--- src/rtl/core/kmds_pkg.sv ---
// Shared types and constants for the keypad matrix scan and debounce block.
package kmds_pkg;

  // Geometry defaults and limits
  localparam int unsigned Rows      = 3;
  localparam int unsigned Columns   = 8;
  localparam int unsigned MaxRows   = 8;
  localparam int unsigned RowBits   = 8;
  localparam int unsigned InputRows = 3;

  // Field widths
  localparam int unsigned SampleW = InputRows * RowBits;  // 24
  localparam int unsigned KeyW    = 5;
  localparam int unsigned InDataW = 24;
  localparam int unsigned OutDataW = 16;

  // A row with every key up
  localparam logic [RowBits-1:0] RowAllUp = 8'hFF;

  // Change found on one scan tick
  typedef struct packed {
    logic            hit;
    logic [KeyW-1:0] key_number;
    logic            went_down;
  } change_t;

  // Result beat as packed into tdata (lowest field last in this list)
  typedef struct packed {
    logic [KeyW-1:0] keys_down;
    logic            key_pressed;
    logic [KeyW-1:0] key_number;
  } result_t;

endpackage

--- src/rtl/core/matrix_key_debounce_scanner_top.sv ---
// Top level of the keypad matrix scanner with debounce.
//
//   channel   dir  handshake                    payload
//   s_axis    in   s_axis_tvalid/s_axis_tready  tdata[23:0] column_samples
//   m_axis    out  m_axis_tvalid/m_axis_tready  tdata[4:0] key_number,
//                                               [5] key_pressed, [10:6] keys_down
//
// One beat in, one beat out; a beat is taken every cycle when the output is free.
// A beat goes through the input register, then compare/encode into the result register.
// The row state updates as the result is registered, so the next beat sees it.
// Reset leaves all keys up, the previous samples all ones and the count at zero.
// A stalled output holds its beat and backs up the input register only.
module matrix_key_debounce_scanner_top #(
  parameter int unsigned ROWS    = kmds_pkg::Rows,
  parameter int unsigned COLUMNS = kmds_pkg::Columns
) (
  input  logic                          clk_i,
  input  logic                          rst_ni,
  input  logic                          s_axis_tvalid,
  output logic                          s_axis_tready,
  input  logic [kmds_pkg::InDataW-1:0]  s_axis_tdata,   // [23:0] column_samples
  output logic                          m_axis_tvalid,
  input  logic                          m_axis_tready,
  output logic [kmds_pkg::OutDataW-1:0] m_axis_tdata    // [4:0] key_number,
                                                        // [5] key_pressed,
                                                        // [10:6] keys_down, rest 0
);

  localparam int unsigned RB = kmds_pkg::RowBits;

  logic                         in_vld_q;
  logic [kmds_pkg::SampleW-1:0] in_data_q;
  logic                         out_vld_q;
  kmds_pkg::result_t            out_data_q, out_data_d;
  logic [RB-1:0]                acc_q [ROWS];
  logic [RB-1:0]                prev_q [ROWS];
  logic [RB-1:0]                acc_d [ROWS];
  logic [RB-1:0]                row_val [ROWS];
  logic [kmds_pkg::KeyW-1:0]    count_q, count_d;
  kmds_pkg::change_t            change;
  logic                         advance;

  // Pipeline flow
  assign advance       = in_vld_q && (!out_vld_q || m_axis_tready);
  assign s_axis_tready = !in_vld_q || advance;

  // Input register
  always_ff @(posedge clk_i or negedge rst_ni) begin
    if (!rst_ni) begin
      in_vld_q <= 1'b0;
    end else if (s_axis_tready) begin
      in_vld_q <= s_axis_tvalid;
    end
  end

  always_ff @(posedge clk_i) begin
    if (s_axis_tvalid && s_axis_tready) begin
      in_data_q <= s_axis_tdata[kmds_pkg::SampleW-1:0];
    end
  end

  kmds_detect #(
    .ROWS    (ROWS),
    .COLUMNS (COLUMNS)
  ) u_detect (
    .samples_i (in_data_q),
    .acc_i     (acc_q),
    .prev_i    (prev_q),
    .row_o     (row_val),
    .acc_d_o   (acc_d),
    .change_o  (change)
  );

  // Pressed count and result
  always_comb begin
    count_d = count_q;
    if (change.hit) begin
      if (change.went_down) begin
        count_d = count_q + kmds_pkg::KeyW'(1);
      end else begin
        count_d = count_q - kmds_pkg::KeyW'(1);
      end
    end
    out_data_d.key_number  = change.key_number;
    out_data_d.key_pressed = change.went_down;
    out_data_d.keys_down   = count_d;
  end

  // Row state and count
  always_ff @(posedge clk_i or negedge rst_ni) begin
    if (!rst_ni) begin
      for (int r = 0; r < ROWS; r++) begin
        acc_q[r]  <= kmds_pkg::RowAllUp;
        prev_q[r] <= kmds_pkg::RowAllUp;
      end
      count_q <= '0;
    end else if (advance) begin
      for (int r = 0; r < ROWS; r++) begin
        acc_q[r]  <= acc_d[r];
        prev_q[r] <= row_val[r];
      end
      count_q <= count_d;
    end
  end

  // Result register
  always_ff @(posedge clk_i or negedge rst_ni) begin
    if (!rst_ni) begin
      out_vld_q <= 1'b0;
    end else if (advance) begin
      out_vld_q <= 1'b1;
    end else if (m_axis_tready) begin
      out_vld_q <= 1'b0;
    end
  end

  always_ff @(posedge clk_i) begin
    if (advance) begin
      out_data_q <= out_data_d;
    end
  end

  assign m_axis_tvalid = out_vld_q;
  assign m_axis_tdata  = {{(kmds_pkg::OutDataW - $bits(kmds_pkg::result_t)){1'b0}}, out_data_q};

endmodule

--- src/rtl/core/kmds_detect.sv ---
// Debounce compare and priority encode of the first stable key change.
module kmds_detect #(
  parameter int unsigned ROWS    = kmds_pkg::Rows,
  parameter int unsigned COLUMNS = kmds_pkg::Columns
) (
  input  logic [kmds_pkg::SampleW-1:0] samples_i,
  input  logic [kmds_pkg::RowBits-1:0] acc_i   [ROWS],
  input  logic [kmds_pkg::RowBits-1:0] prev_i  [ROWS],
  output logic [kmds_pkg::RowBits-1:0] row_o   [ROWS],
  output logic [kmds_pkg::RowBits-1:0] acc_d_o [ROWS],
  output kmds_pkg::change_t            change_o
);

  localparam int unsigned RB = kmds_pkg::RowBits;
  localparam int unsigned ExtW = kmds_pkg::MaxRows * RB;
  localparam logic [RB-1:0] UsedMask = RB'((9'd1 << COLUMNS) - 9'd1);

  logic [ExtW-1:0] ext;
  logic [RB-1:0]   cand [ROWS];

  // Rows above the input read as all keys up
  assign ext = {{(ExtW - kmds_pkg::SampleW){1'b1}}, samples_i};

  // Padded row samples and stable differing bits per row
  always_comb begin
    for (int r = 0; r < ROWS; r++) begin
      if (r < kmds_pkg::InputRows) begin
        row_o[r] = ext[RB*r +: RB] | ~UsedMask;
      end else begin
        row_o[r] = kmds_pkg::RowAllUp;
      end
      cand[r] = ~(row_o[r] ^ prev_i[r]) & (row_o[r] ^ acc_i[r]) & UsedMask;
    end
  end

  // First row in order, lowest column within it
  always_comb begin
    change_o = '0;
    for (int r = 0; r < ROWS; r++) begin
      acc_d_o[r] = acc_i[r];
    end
    for (int r = 0; r < ROWS; r++) begin
      for (int c = 0; c < COLUMNS; c++) begin
        if (!change_o.hit && cand[r][c]) begin
          change_o.hit        = 1'b1;
          change_o.key_number = kmds_pkg::KeyW'(RB * r + c + 1);
          change_o.went_down  = ~row_o[r][c];
          acc_d_o[r][c]       = row_o[r][c];
        end
      end
    end
  end

endmodule

--- config.mk ---
export PLATFORM = sky130hd
export DESIGN_NAME = matrix_key_debounce_scanner_top
export DESIGN_NICKNAME = d
export VERILOG_FILES = /design/src/rtl/core/kmds_pkg.sv /design/src/rtl/core/matrix_key_debounce_scanner_top.sv /design/src/rtl/core/kmds_detect.sv
export SDC_FILE = /design/constraint.sdc
export NUM_CORES = 1
export LEC_CHECK = 0
export BUFFER_PORTS_ARGS = -buffer_cell sky130_fd_sc_hd__clkbuf_2
export CORE_ASPECT_RATIO = 2
export CORE_MARGIN = 1.5
export CORE_UTILIZATION = 45
export CTS_BUF_LIST = sky130_fd_sc_hd__clkbuf_2
export CTS_CLUSTER_SIZE = 24
export DETAILED_ROUTE_END_ITERATION = 10
export PLACE_DENSITY_LB_ADDON = 0.08
export SLEW_MARGIN = 20
export SYNTH_ARGS = -nofsm -noshare
export SYNTH_HDL_FRONTEND = slang
export SYNTH_SLANG_ARGS = --single-unit
--- constraint.sdc ---
create_clock -name clk_i -period 4.1 [get_ports clk_i]
set_input_delay 0.41 -clock clk_i [delete_from_list [all_inputs] [get_ports clk_i]]
set_output_delay 0.41 -clock clk_i [all_outputs]
set_load 0.01 [all_outputs]
==> results.tsv <==
stage	metric	value	unit
pwr	p_per_area	503	nW/um^2
die	die-area	12000	sq um
critical_path	cpPeakStageDelay	610	ps
yosys	synth_xor_area_share	1.03	%
critical_path	path_cells	and3b_1, a2111o_1, nor4b_2, nand3_2, or3_4, nor2_2, a311o_2, o311ai_4, inv_2, ha_1, a21o_1, a21oi_1, xnor2_1, mux2_2	
sta	setup_ws	175	ps
clock_tree	cts_tree	done	
clock_tree	cts_sinks	90	
pwr	pwr-share-comb	41.4	%
die	die_h	153	um
grt	grt_pass1_wl	20300	um
drt	wl	12600	um
yosys	synthSimpleGateAreaFrac	24.7	%
sta	hold_violations	0	
sta	setup_tns	0	ps
critical_path	crit_type	reg2reg	
clock_tree	clk-insertion-delay-late	580	ps
place	dp_slack	-116	ps
critical_path	required	4470	ps
grt	grt.total_usage	21.6	%
place	post-dp-hpwl	9300	um
critical_path	crit_path_start_kind	flop	
yosys	synth-edff-count	35	
yosys	ys_types	73	
yosys	synthAdderAreaFrac	1.13	%
sta	worst_slew_pin_slew	631	ps
pwr	intPower	0.00203	W
yosys	ys_seq_area_share	48.9	%
sta	period_needed	3920	ps
sta	slew_violations	0	
drt	vias_per_cell	5.67	
pwr	p_leak	2.46	nW
yosys	synth_cells	534	
yosys	synth_mux_area_share	2.63	%
cells_and_area	drive_gt1_share	29.5	%
sta	slew_headroom	58.0	%
drt	ant_nets	0	
drt	firstDrtPassIters	5	
drt	vias	4471	
grt	grt_max_degree	51	
sta	max_clock_freq	255	MHz
cells_and_area	final_cells	789	
sta	fin_skew	37.0	ps
clock_tree	clkTransAtPathRegs	230	ps
pwr	p_clk_share	16.2	%
cells_and_area	syn_to_final_growth	21.7	%
yosys	synth.cell_area	5090	sq um
critical_path	endpoint_kind	flop	
yosys	synth-compound-area-share	18.4	%
outcome	status	complete, no violations	
die	rows	54	
worst_hold_path	min_path_type	in2reg	
place	place.gp.congestion	0.890	
cells_and_area	final_cell_mix	83 x nand2_1, 52 x clkbuf_2, 48 x dfstp_2, 45 x a21oi_1, 44 x buf_4	
drt	drc	0	
die	io_pins	46	
grt	use_met1	22.9	%
clock_tree	ctsHtreeMaxLevel	3	
die	floorplan.initialDensity	46.5	%
cells_and_area	nNetsFinal	676	
place	placed_cells	743	
die	core	10900	sq um
grt	grt_antenna_before_repair	1	
cells_and_area	n_fill_cell	1023	
yosys	synth-seq-cells	90	
job	cap_violations	0	
sta	fin_crit_sh	95.7	%
yosys	synth_top_family_by_area	simple AND/OR/NAND/NOR gates	
pwr	peakVddDrop	0.235	mV
pwr	p_seq_share	42.4	%
critical_path	slowest_stage	dfstp_2	
yosys	ys_warn_count	0	
die	die_w	78.2	um
clock_tree	cts_buffer_depth	2	
grt	gr-usage-met2	40.5	%
critical_path	cp_top_family	simple AND/OR/NAND/NOR gates	
place	port_buffers	40	
cells_and_area	layout_commonest_cell	nand2_1	
pwr	swShare	34.7	%
grt	use_met3	3.52	%
yosys	ys.flop_type	dfstp_2	
grt	overflow	0	
clock_tree	cts-root-buf	clkbuf_2	
clock_tree	numCtsBuffers	9	
critical_path	worst-path-buf-inv	1	
critical_path	arrival	4290	ps
sta	setup_viol_count_final	0	
grt	first_global_vias	4334	
pwr	power_switching	0.00108	W
yosys	async_reset_ff_share	61.1	%
grt	top_usage_layer	met2	
drt	drtIter0Drc	231	
drt	routedWlPerCell	16.0	um
critical_path	crit_fanout	5	
yosys	syn_avg_cell_area	9.53	sq um
[Yosys cell counts, types with 5 or more instances]
cell	count	share of area, %
edfxtp_1	35	21
nor3_1	6	0.59
dfrtp_1	7	3.4
a31oi_1	9	1.1
inv_1	21	1.5
o21ai_0	39	3.8
nor3b_1	11	1.6
nand3_1	8	0.79
nand3b_1	14	2.1
a21o_1	5	0.74
clkbuf_1	5	0.37
nand4_1	6	0.74
dfstp_2	48	25
nor2_1	37	2.7
buf_4	5	0.74
or3_1	8	0.98
nor2b_1	11	1.4
o211ai_1	6	0.88
mux2_2	10	2.2
xnor2_1	5	0.86
a211oi_1	7	1.0
nand2_1	83	6.1
nand2b_1	14	1.7
a21oi_1	46	4.5
or3b_2	5	0.86
and2_1	6	0.74
[logic make-up (layout without fill, tap and decap cells)]
logic type      after synthesis  count (layout)
compound gates              149             149
xor+xnor                      6               6
fa+ha+maj                     4               4
buf+inv                      37             147
flops                        90              90
mux                          12              12
other cells                   1               6
simple gates                235             235
[worst register-to-register path: stages, from the launching register on]
cell and delay, ps:
dfstp_2 610, and3b_1 200, a2111o_1 380, nor4b_2 350, nand3_2 160, or3_4 450
nor2_2 180, a311o_2 200, o311ai_4 130, inv_2 120, ha_1 240, a21o_1 170
a21oi_1 180, xnor2_1 80, mux2_2 270
[state kept, by name, indices dropped and copies added (netlist names)]
signal and flops:
prev_q 24, m_axis_tvalid 1, acc_q 24, in_data_q 24, count_q 5, in_vld_q 1
m_axis_tdata 11
[cell type report]
class / count / area [sq um] / share of cell area, %
clock buffers: 12 / 60.1 / 0.970
inverters: 22 / 82.6 / 1.33
flip-flops and latches: 90 / 2490 / 40.2
clock inverters: 3 / 67.6 / 1.09
well taps: 140 / 175 / 2.83
diodes: 1 / 2.50 / 0.0404
multi-input cells: 411 / 2530 / 40.8
repair buffers: 110 / 792 / 12.8
[timing repair]
item	CTS	global route
resized for setup	2	14
setup buffers	0	5
endpoints found under the hold margin	29	0
hold buffers	25	0
setup endpoints to repair	2	5
pin swaps	0	9
[stage by stage]
| stage | total power (W) | util (%) | instance area, sq um | hold WS, ps |
|---|---|---|---|---|
| 2_1_floorplan | 0.00207 | - | 5100 | 114 |
| 3_3_place_gp | 0.00247 | 52.1 | 5700 | 400 |
| 3_5_place_dp | 0.00250 | 52.1 | 5700 | 415 |
| 4_1_cts | 0.00305 | 55.6 | 6090 | 18.2 |
| 5_1_grt | 0.00330 | 56.6 | 6190 | 39.1 |
| 6_report | 0.00311 | 56.6 | 6190 | 42.6 |
[power by group through the flow]
stage                     logic, W  clock network (W)  registers (W)
after detailed placement   0.00117                  0        0.00133
after CTS                  0.00120           0.000525        0.00132
final                      0.00129           0.000505        0.00132
after global routing       0.00141           0.000548        0.00135
after global placement     0.00114                  0        0.00133
after floorplan           0.000751                  0        0.00132
[final timing paths]
path / from / endpoint / slack (ps) / cells after the start
hold / removal: s_axis_tvalid / in_vld_q / 40 / 2
setup reg to reg: acc_q[12] / m_axis_tdata[9] / 180 / 14
setup / recovery: acc_q[12] / m_axis_tdata[9] / 180 / 14
max in group asynchronous: rst_ni / prev_q[10] / 2860 / 3
hold reg to reg: prev_q[5] / prev_q[5] / 490 / 2
min in group asynchronous: rst_ni / count_q[2] / 280 / 2
[per-layer routing]
layer | vias to the layer above | wire length (um)
li1 | 2176 | -
met1 | 2166 | 4780
met2 | 95 | 7050
met3 | 34 | 365
met4 | 0 | 425
met5 | - | 0
No activity file was read; power rests on OpenSTA's default activity.
